File: src/hw/rtl/dwc_pkg.sv
// Shared types and constants for the depthwise-convolution MAC and requantize block.
// No dependencies.
`default_nettype none

package dwc_pkg;

	localparam int ACC_W       = 32;
	localparam int ACT_W       = 8;
	localparam int SHIFT_W     = 5;
	localparam int QUEUE_DEPTH = 4;
	localparam int CFG_IDX_W   = 2;

	localparam logic [CFG_IDX_W-1:0] CFG_BIAS       = 2'd0;
	localparam logic [CFG_IDX_W-1:0] CFG_MULTIPLIER = 2'd1;
	localparam logic [CFG_IDX_W-1:0] CFG_SHIFT      = 2'd2;
	localparam logic [CFG_IDX_W-1:0] CFG_OUT_OFFSET = 2'd3;

	typedef logic signed [ACC_W-1:0] acc_t;
	typedef logic signed [ACT_W-1:0] byte_t;

	typedef struct packed {
		logic full;
		logic empty;
	} fifo_stat_t;

endpackage

`default_nettype wire

File: src/hw/rtl/dwc_mac.sv
// Front part: accepts window taps, runs the bias-seeded 32-bit accumulator and
// pushes each closed window's sum toward the requantizer. Depends on dwc_pkg.
`default_nettype none

module dwc_mac
	import dwc_pkg::*;
(
	input  wire logic  clk,
	input  wire logic  arst_n,
	input  wire logic  tap_valid,
	input  wire logic  full,
	input  wire byte_t activation,
	input  wire byte_t weight,
	input  wire logic  last_tap,
	input  wire acc_t  bias,
	output logic       push,
	output acc_t       push_data
);

	logic        window_open_q;
	acc_t        acc_q;
	acc_t        base;
	logic signed [2*ACT_W-1:0] product;
	acc_t        sum;
	logic        take;

	assign take      = tap_valid && !full;
	assign base      = window_open_q ? acc_q : bias;
	assign product   = activation * weight;
	assign sum       = base + ACC_W'(product);
	assign push      = take && last_tap;
	assign push_data = sum;

	always_ff @(posedge clk or negedge arst_n) begin
		if (!arst_n) begin
			window_open_q <= 1'b0;
			acc_q         <= '0;
		end else if (take) begin
			window_open_q <= !last_tap;
			acc_q         <= sum;
		end
	end

endmodule

`default_nettype wire

File: src/hw/rtl/dwc_fifo.sv
// Short queue of accumulator sums between the MAC front and the requantize back.
// Depends on dwc_pkg.
`default_nettype none

module dwc_fifo
	import dwc_pkg::*;
#(
	parameter int DEPTH = QUEUE_DEPTH
) (
	input  wire logic  clk,
	input  wire logic  arst_n,
	input  wire logic  push,
	input  wire acc_t  push_data,
	input  wire logic  pop,
	output acc_t       head,
	output fifo_stat_t stat
);

	localparam int PTR_W = (DEPTH > 1) ? $clog2(DEPTH) : 1;
	localparam int CNT_W = $clog2(DEPTH + 1);

	acc_t             mem_q [DEPTH];
	logic [PTR_W-1:0] wr_ptr_q;
	logic [PTR_W-1:0] rd_ptr_q;
	logic [CNT_W-1:0] count_q;
	logic             push_ok;
	logic             pop_ok;

	assign stat.full  = (count_q == CNT_W'(DEPTH));
	assign stat.empty = (count_q == '0);
	assign push_ok    = push && !stat.full;
	assign pop_ok     = pop && !stat.empty;
	assign head       = mem_q[rd_ptr_q];

	function automatic logic [PTR_W-1:0] next_ptr(input logic [PTR_W-1:0] p);
		next_ptr = (p == PTR_W'(DEPTH - 1)) ? '0 : p + 1'b1;
	endfunction

	always_ff @(posedge clk or negedge arst_n) begin
		if (!arst_n) begin
			wr_ptr_q <= '0;
			rd_ptr_q <= '0;
			count_q  <= '0;
		end else begin
			if (push_ok) wr_ptr_q <= next_ptr(wr_ptr_q);
			if (pop_ok)  rd_ptr_q <= next_ptr(rd_ptr_q);
			if (push_ok && !pop_ok)
				count_q <= count_q + 1'b1;
			else if (pop_ok && !push_ok)
				count_q <= count_q - 1'b1;
		end
	end

	always_ff @(posedge clk) begin
		if (push_ok) mem_q[wr_ptr_q] <= push_data;
	end

`ifndef SYNTHESIS
	a_count_bound: assert property (@(posedge clk) disable iff (!arst_n)
		count_q <= CNT_W'(DEPTH))
		else $error("queue count beyond depth");
	a_count_up: assert property (@(posedge clk) disable iff (!arst_n)
		(push_ok && !pop_ok) |=> (count_q == $past(count_q) + 1'b1))
		else $error("queue count did not advance on push");
	a_ptr_gap: assert property (@(posedge clk) disable iff (!arst_n)
		(stat.empty || stat.full) |-> (wr_ptr_q == rd_ptr_q))
		else $error("queue pointers disagree with count");
`endif

endmodule

`default_nettype wire

File: src/hw/rtl/dwc_requant.sv
// Back part: multiplies a window sum by the requantization multiplier, applies the
// rounding right shift, adds the zero point and saturates to int8. Depends on dwc_pkg.
`default_nettype none

module dwc_requant
	import dwc_pkg::*;
(
	input  wire logic               clk,
	input  wire logic               arst_n,
	input  wire fifo_stat_t         stat,
	input  wire acc_t               head,
	output logic                    pop,
	input  wire acc_t               multiplier,
	input  wire logic [SHIFT_W-1:0] shift,
	input  wire byte_t              zp_offset,
	output logic                    result_valid,
	input  wire logic               result_stall,
	output byte_t                   result_value
);

	localparam logic signed [ACC_W+1:0] SAT_HI = (ACC_W+2)'(127);
	localparam logic signed [ACC_W+1:0] SAT_LO = -(ACC_W+2)'(128);

	logic                         v_s1, v_s2, v_s3;
	acc_t                         acc_s1;
	logic signed [2*ACC_W-1:0]    p_s2;
	logic signed [ACC_W:0]        r_s3;
	logic                         result_valid_q;
	byte_t                        result_q;

	logic                         adv_out, en_s3, en_s2, en_s1;
	acc_t                         hi;
	logic signed [ACC_W:0]        hi_x;
	logic signed [ACC_W:0]        shifted;
	logic                         rbit;
	logic signed [ACC_W:0]        rounded;
	logic signed [ACC_W+1:0]      with_zp;
	byte_t                        sat;

	assign adv_out = !result_valid_q || !result_stall;
	assign en_s3   = !v_s3 || adv_out;
	assign en_s2   = !v_s2 || en_s3;
	assign en_s1   = !v_s1 || en_s2;
	assign pop     = !stat.empty && en_s1;

	assign hi      = p_s2[2*ACC_W-1:ACC_W];
	assign hi_x    = {hi[ACC_W-1], hi};
	assign shifted = hi_x >>> shift;
	assign rbit    = (shift != '0) ? hi[shift - 1'b1] : 1'b0;
	assign rounded = shifted + $signed({{ACC_W{1'b0}}, rbit});

	assign with_zp = {r_s3[ACC_W], r_s3} + (ACC_W+2)'(zp_offset);
	always_comb begin
		if (with_zp > SAT_HI)
			sat = 8'sd127;
		else if (with_zp < SAT_LO)
			sat = -8'sd128;
		else
			sat = with_zp[ACT_W-1:0];
	end

	always_ff @(posedge clk or negedge arst_n) begin
		if (!arst_n) begin
			v_s1           <= 1'b0;
			v_s2           <= 1'b0;
			v_s3           <= 1'b0;
			result_valid_q <= 1'b0;
		end else begin
			if (en_s1)   v_s1           <= pop;
			if (en_s2)   v_s2           <= v_s1;
			if (en_s3)   v_s3           <= v_s2;
			if (adv_out) result_valid_q <= v_s3;
		end
	end

	always_ff @(posedge clk) begin
		if (en_s1 && pop)  acc_s1   <= head;
		if (en_s2 && v_s1) p_s2     <= acc_s1 * multiplier;
		if (en_s3 && v_s2) r_s3     <= rounded;
		if (adv_out && v_s3) result_q <= sat;
	end

	assign result_valid = result_valid_q;
	assign result_value = result_q;

`ifndef SYNTHESIS
	a_pop_fills: assert property (@(posedge clk) disable iff (!arst_n)
		pop |=> v_s1)
		else $error("popped request not captured");
	a_out_fills: assert property (@(posedge clk) disable iff (!arst_n)
		(v_s3 && adv_out) |=> result_valid_q)
		else $error("finished request not presented");
	a_s2_hold: assert property (@(posedge clk) disable iff (!arst_n)
		(v_s2 && !en_s3) |=> (v_s2 && $stable(p_s2)))
		else $error("blocked product stage changed");
	a_no_pop_empty: assert property (@(posedge clk) disable iff (!arst_n)
		stat.empty |-> !pop)
		else $error("pop from empty queue");
`endif

endmodule

`default_nettype wire

File: src/hw/rtl/depthwise_conv_mac_requantize_int8.sv
// Throughput: one tap per cycle; the MAC front stalls only while the queue is full.
// Path: after the edge that accepts a last tap, a window sum passes through the queue
// write, operand, 32x32 product, rounding shift, and zero point and clamp registers.
// A queue of QUEUE_DEPTH window sums lets the MAC run on while results wait.
// Reset (arst_n low, asynchronous): config registers zero, no window open, queue and
// pipeline empty.
`default_nettype none

module depthwise_conv_mac_requantize_int8
	import dwc_pkg::*;
#(
	parameter int QDEPTH = QUEUE_DEPTH
) (
	input  wire logic                 clk,
	input  wire logic                 arst_n,
	input  wire logic                 tap_valid,
	output logic                      tap_stall,
	input  wire byte_t                activation,
	input  wire byte_t                weight,
	input  wire logic                 last_tap,
	output logic                      result_valid,
	input  wire logic                 result_stall,
	output byte_t                     result_value,
	input  wire logic                 cfg_write_en,
	input  wire logic [CFG_IDX_W-1:0] cfg_index,
	input  wire logic [ACC_W-1:0]     cfg_data
);

	acc_t               bias_q;
	acc_t               mult_q;
	logic [SHIFT_W-1:0] shift_q;
	byte_t              zp_q;

	logic       push;
	acc_t       push_data;
	logic       pop;
	acc_t       head;
	fifo_stat_t stat;

	always_ff @(posedge clk or negedge arst_n) begin
		if (!arst_n) begin
			bias_q  <= '0;
			mult_q  <= '0;
			shift_q <= '0;
			zp_q    <= '0;
		end else if (cfg_write_en) begin
			case (cfg_index)
				CFG_BIAS:       bias_q  <= cfg_data;
				CFG_MULTIPLIER: mult_q  <= cfg_data;
				CFG_SHIFT:      shift_q <= cfg_data[SHIFT_W-1:0];
				CFG_OUT_OFFSET: zp_q    <= cfg_data[ACT_W-1:0];
				default: ;
			endcase
		end
	end

	assign tap_stall = stat.full;

	dwc_mac u_mac (
		.clk        (clk),
		.arst_n     (arst_n),
		.tap_valid  (tap_valid),
		.full       (stat.full),
		.activation (activation),
		.weight     (weight),
		.last_tap   (last_tap),
		.bias       (bias_q),
		.push       (push),
		.push_data  (push_data)
	);

	dwc_fifo #(
		.DEPTH (QDEPTH)
	) u_fifo (
		.clk       (clk),
		.arst_n    (arst_n),
		.push      (push),
		.push_data (push_data),
		.pop       (pop),
		.head      (head),
		.stat      (stat)
	);

	dwc_requant u_requant (
		.clk          (clk),
		.arst_n       (arst_n),
		.stat         (stat),
		.head         (head),
		.pop          (pop),
		.multiplier   (mult_q),
		.shift        (shift_q),
		.zp_offset    (zp_q),
		.result_valid (result_valid),
		.result_stall (result_stall),
		.result_value (result_value)
	);

endmodule

`default_nettype wire

File: config.mk
export PLATFORM = sky130hd
export DESIGN_NAME = depthwise_conv_mac_requantize_int8
export DESIGN_NICKNAME = d
export VERILOG_FILES = /design/src/hw/rtl/dwc_pkg.sv /design/src/hw/rtl/dwc_mac.sv /design/src/hw/rtl/dwc_fifo.sv /design/src/hw/rtl/dwc_requant.sv /design/src/hw/rtl/depthwise_conv_mac_requantize_int8.sv
export SDC_FILE = /design/constraint.sdc
export NUM_CORES = 2
export LEC_CHECK = 0
export BUFFER_PORTS_ARGS = -buffer_cell sky130_fd_sc_hd__buf_2
export CORE_ASPECT_RATIO = 0.7
export CORE_MARGIN = 3
export CORE_UTILIZATION = 45
export CTS_BUF_LIST = sky130_fd_sc_hd__clkbuf_4 sky130_fd_sc_hd__clkbuf_8
export DETAILED_ROUTE_END_ITERATION = 10
export GPL_TIMING_DRIVEN = 1
export PLACE_DENSITY = 0.57
export SETUP_SLACK_MARGIN = 0.15
export SLEW_MARGIN = 25
export SYNTH_ARGS = -nofsm -noshare
export SYNTH_HDL_FRONTEND = slang
export SYNTH_SLANG_ARGS = --single-unit
File: constraint.sdc
create_clock -name clk -period 11 [get_ports clk]
set_clock_uncertainty 0.05 [all_clocks]
set_input_delay 0.55 -clock clk [delete_from_list [all_inputs] [get_ports clk]]
set_output_delay 0.55 -clock clk [all_outputs]
set_load 0.01 [all_outputs]
==> flow_summary.yaml <==
run_status:
  status: "finished, final reports clean"
finish:
  final_cell_mix: "fa_1 (1,219), inv_1 (1,170), nand2_1 (629), and2_1 (510), ha_1 (292)"
  final_common_cell: "fa_1"
  drive_gt1_share_pct: 9.504
  final_nets: 6957
  syn2layout_area_growth_pct: 5.980
detailed_routing:
  drt_iter0_markers: 3271
  routed_wl_um: 163200
  vias: 37960
  ant_nets: 0
  vias_per_cell: 5.298
  drc: 0
  drt_pass1_iterations: 5
  wire_per_inst_um: 22.78
global_route:
  grt_pass1_vias: 39620
  gr-total-overflow: 0
  grt_antenna_before_repair: 6
  track_usage_pct: 25.24
  grt_start_max_net_pins: 66
  grt_pass1_wl_um: 253100
die:
  pin_count: 66
  start_util_pct: 45.63
  die_y_um: 306.2
  num_rows: 109
  fp.dieW_um: 434.9
  fp.coreArea_um2: 127000
  dieArea_um2: 133200
job:
  max-cap-violations: 0
worst_setup_path:
  endpoint_kind: "flip-flop"
  arrival_ns: 9.84
  r2r_setup_slack_ns: 1.54
  rr_worst_depth: 28
  slowest_stage: "dfrtp_1"
  required_ns: 11.38
  max_stage_delay_ns: 1.10
  worstSetupPathType: "reg2reg"
  cp_common_cell: "fa_1"
  worst-path-max-fanout: 19
  crit_path_start_kind: "flip-flop"
  r2r_start: "mult_q[6]$_DFFE_PN0P_"
  rr_endpoint: "u_requant.p_s2[58]$_DFFE_PP_"
synthesis:
  synth-edff-count: 233
  syn_nets: 6978
  async_flop_share_pct: 34.18
  synth_area_um2: 57940
  yosysWarnings: 0
  yosys.cell_types.count: 97
  netlist_instances: 5411
  postSynthAreaPerCell_um2: 10.71
  ys_seq_elements: 354
  ys_seq_area_share_pct: 17.30
  synthFlopType: "edfxtp_1"
clock_tree:
  cts_tree: "yes"
  cts.path.max_buffers: 3
  clk-insertion-delay-late_ns: 0.71
  numCtsBuffers: 59
  cts_max_level: 2
  root_buffer: "clkbuf_8"
  ctsResizeCount: 0
  clkTransAtPathRegs_ns: 0.07
  cts_sinks: 354
worst_hold_path:
  min-delay-path-class: "in2reg"
  min_from: "cfg_data[10]"
  min_to: "bias_q[10]$_DFFE_PN0P_"
  holdPathStages: 2
timing:
  worstMarginPinSlew_ns: 1.154
  setup_viol: 0
  final.setup.tns_ns: 0
  slew_violations: 0
  maxSlewHeadroom_pct: 23.10
  hold_violations: 0
  rsz0062_at_grt: "no"
  max_freq_mhz: 105.7
  post-route-min-period_ns: 9.462
  fin_crit_sh_pct: 86.02
placed_design:
  gp_congestion: 0.9401
  place_hpwl_um: 127300
  numPortBuffers: 65
==> flip-flops by register name (all words and copies together), names as in the netlist, 2 cells and up <==
name	flops
bias_q	32
u_requant.r_s3	33
u_fifo.rd_ptr_q	2
u_mac.acc_q	32
u_requant.p_s2	32
mult_q	32
u_fifo.mem_q	128
zp_q	8
u_requant.acc_s1	32
u_fifo.count_q	3
u_fifo.wr_ptr_q	2
shift_q	5
u_requant.result_value	8
==> synth_stat cells (5+ instances only) <==
library cell | n | share of area, %
a21o_1 | 55 | 0.71
ha_1 | 292 | 6.3
mux4_2 | 68 | 2.6
nor2_1 | 62 | 0.40
and2_1 | 510 | 5.5
fa_1 | 1219 | 42
mux4_1 | 17 | 0.77
or3_1 | 7 | 0.076
mux2i_1 | 38 | 0.66
a21oi_1 | 90 | 0.78
or2_2 | 7 | 0.076
xnor2_1 | 88 | 1.3
o31a_1 | 5 | 0.076
o21a_1 | 14 | 0.18
nand2b_1 | 31 | 0.33
clkbuf_1 | 219 | 1.4
xor2_1 | 47 | 0.71
and3_1 | 13 | 0.14
nor2b_1 | 29 | 0.31
dfrtp_1 | 121 | 5.2
o21ai_0 | 61 | 0.53
a211oi_1 | 15 | 0.19
edfxtp_1 | 233 | 12
o31ai_1 | 5 | 0.065
buf_1 | 10 | 0.065
nor3_1 | 22 | 0.19
o22ai_1 | 5 | 0.054
nand2_1 | 630 | 4.1
nand3_1 | 36 | 0.31
clkbuf_8 | 8 | 0.19
inv_1 | 1171 | 7.6
o21ai_1 | 12 | 0.10
mux2_2 | 125 | 2.4
a31oi_1 | 12 | 0.13
buf_6 | 5 | 0.097
nand4_1 | 16 | 0.17
o21bai_1 | 12 | 0.16
==> layout make-up <==
cell class	count	area [µm²]
fillers	11630	65570
repair buffers	168	1157
inverters	1172	4399
well taps	1720	2152
multi-input cells	3635	42410
clock buffers	82	1010
flip-flops and latches	354	10040
diodes	5	12.51
clock inverters	29	221.5
==> kinds of logic after synthesis <==
| family | count (synthesis) | share of synthesized area (%) |
|---|---|---|
| AOI/OAI and AO/OA | 341 | 3.976 |
| xor gates and xnor gates | 135 | 2.041 |
| adders and majority gates | 1511 | 48.43 |
| buffers and inverters | 1422 | 9.541 |
| DFF | 354 | 17.30 |
| muxes | 249 | 6.524 |
| and+or+nand+nor | 1399 | 12.19 |
==> stage by stage <==
stage          std cells  utilization, %  hold WS [ns]  instance area, µm²  worst slack (ns)
2_1_floorplan       5411               -        0.2044               57940             3.014
3_3_place_gp        7046           47.36        0.4245               60130             1.816
3_5_place_dp        7046           47.36        0.4391               60130             1.636
4_1_cts             7159           48.34       0.02463               61380             1.689
5_1_grt             7161           48.35       0.03475               61390             1.118
6_report            7165           48.36       0.07906               61400             1.538
==> critical path: cells and delay by family (launching register included) <==
family	cells	cell delay (ns)
flops	1	1.10
buf+inv	8	1.46
simple gates	2	0.20
compound gates	8	1.59
xor+xnor	1	0.09
fa+ha+maj	9	4.69
==> routing by layer <==
layer / global-route usage, % / part of all wire [%]
met5: 0 / 0
met1: 41.51 / 49
met3: 7.589 / 12
met2: 33.05 / 38
met4: 3.076 / 1.2
==> worst max path at each step <==
| stage | start | to | slack [ns] | cells past startpoint |
|---|---|---|---|---|
| global placement | mult_q[6]$_DFFE_PN0P_ | u_requant.p_s2[58]$_DFFE_PP_ | 1.82 | 28 |
| CTS | mult_q[6]$_DFFE_PN0P_ | u_requant.p_s2[58]$_DFFE_PP_ | 1.69 | 28 |
| detailed placement | mult_q[6]$_DFFE_PN0P_ | u_requant.p_s2[58]$_DFFE_PP_ | 1.64 | 28 |
| finish | mult_q[6]$_DFFE_PN0P_ | u_requant.p_s2[58]$_DFFE_PP_ | 1.54 | 28 |
| floorplan | u_requant.acc_s1[31]$_DFFE_PP_ | u_requant.p_s2[58]$_DFFE_PP_ | 3.01 | 29 |
| global route | mult_q[6]$_DFFE_PN0P_ | u_requant.p_s2[58]$_DFFE_PP_ | 1.12 | 28 |
==> what timing repair did <==
action	CTS	global route
buffers inserted	0	0
hold buffers	2	0
endpoints found under the hold margin	65	0
Power is left out: the tool's default activity adds up to more than one toggle a clock period on the data nets, which glitch-free logic cannot reach.
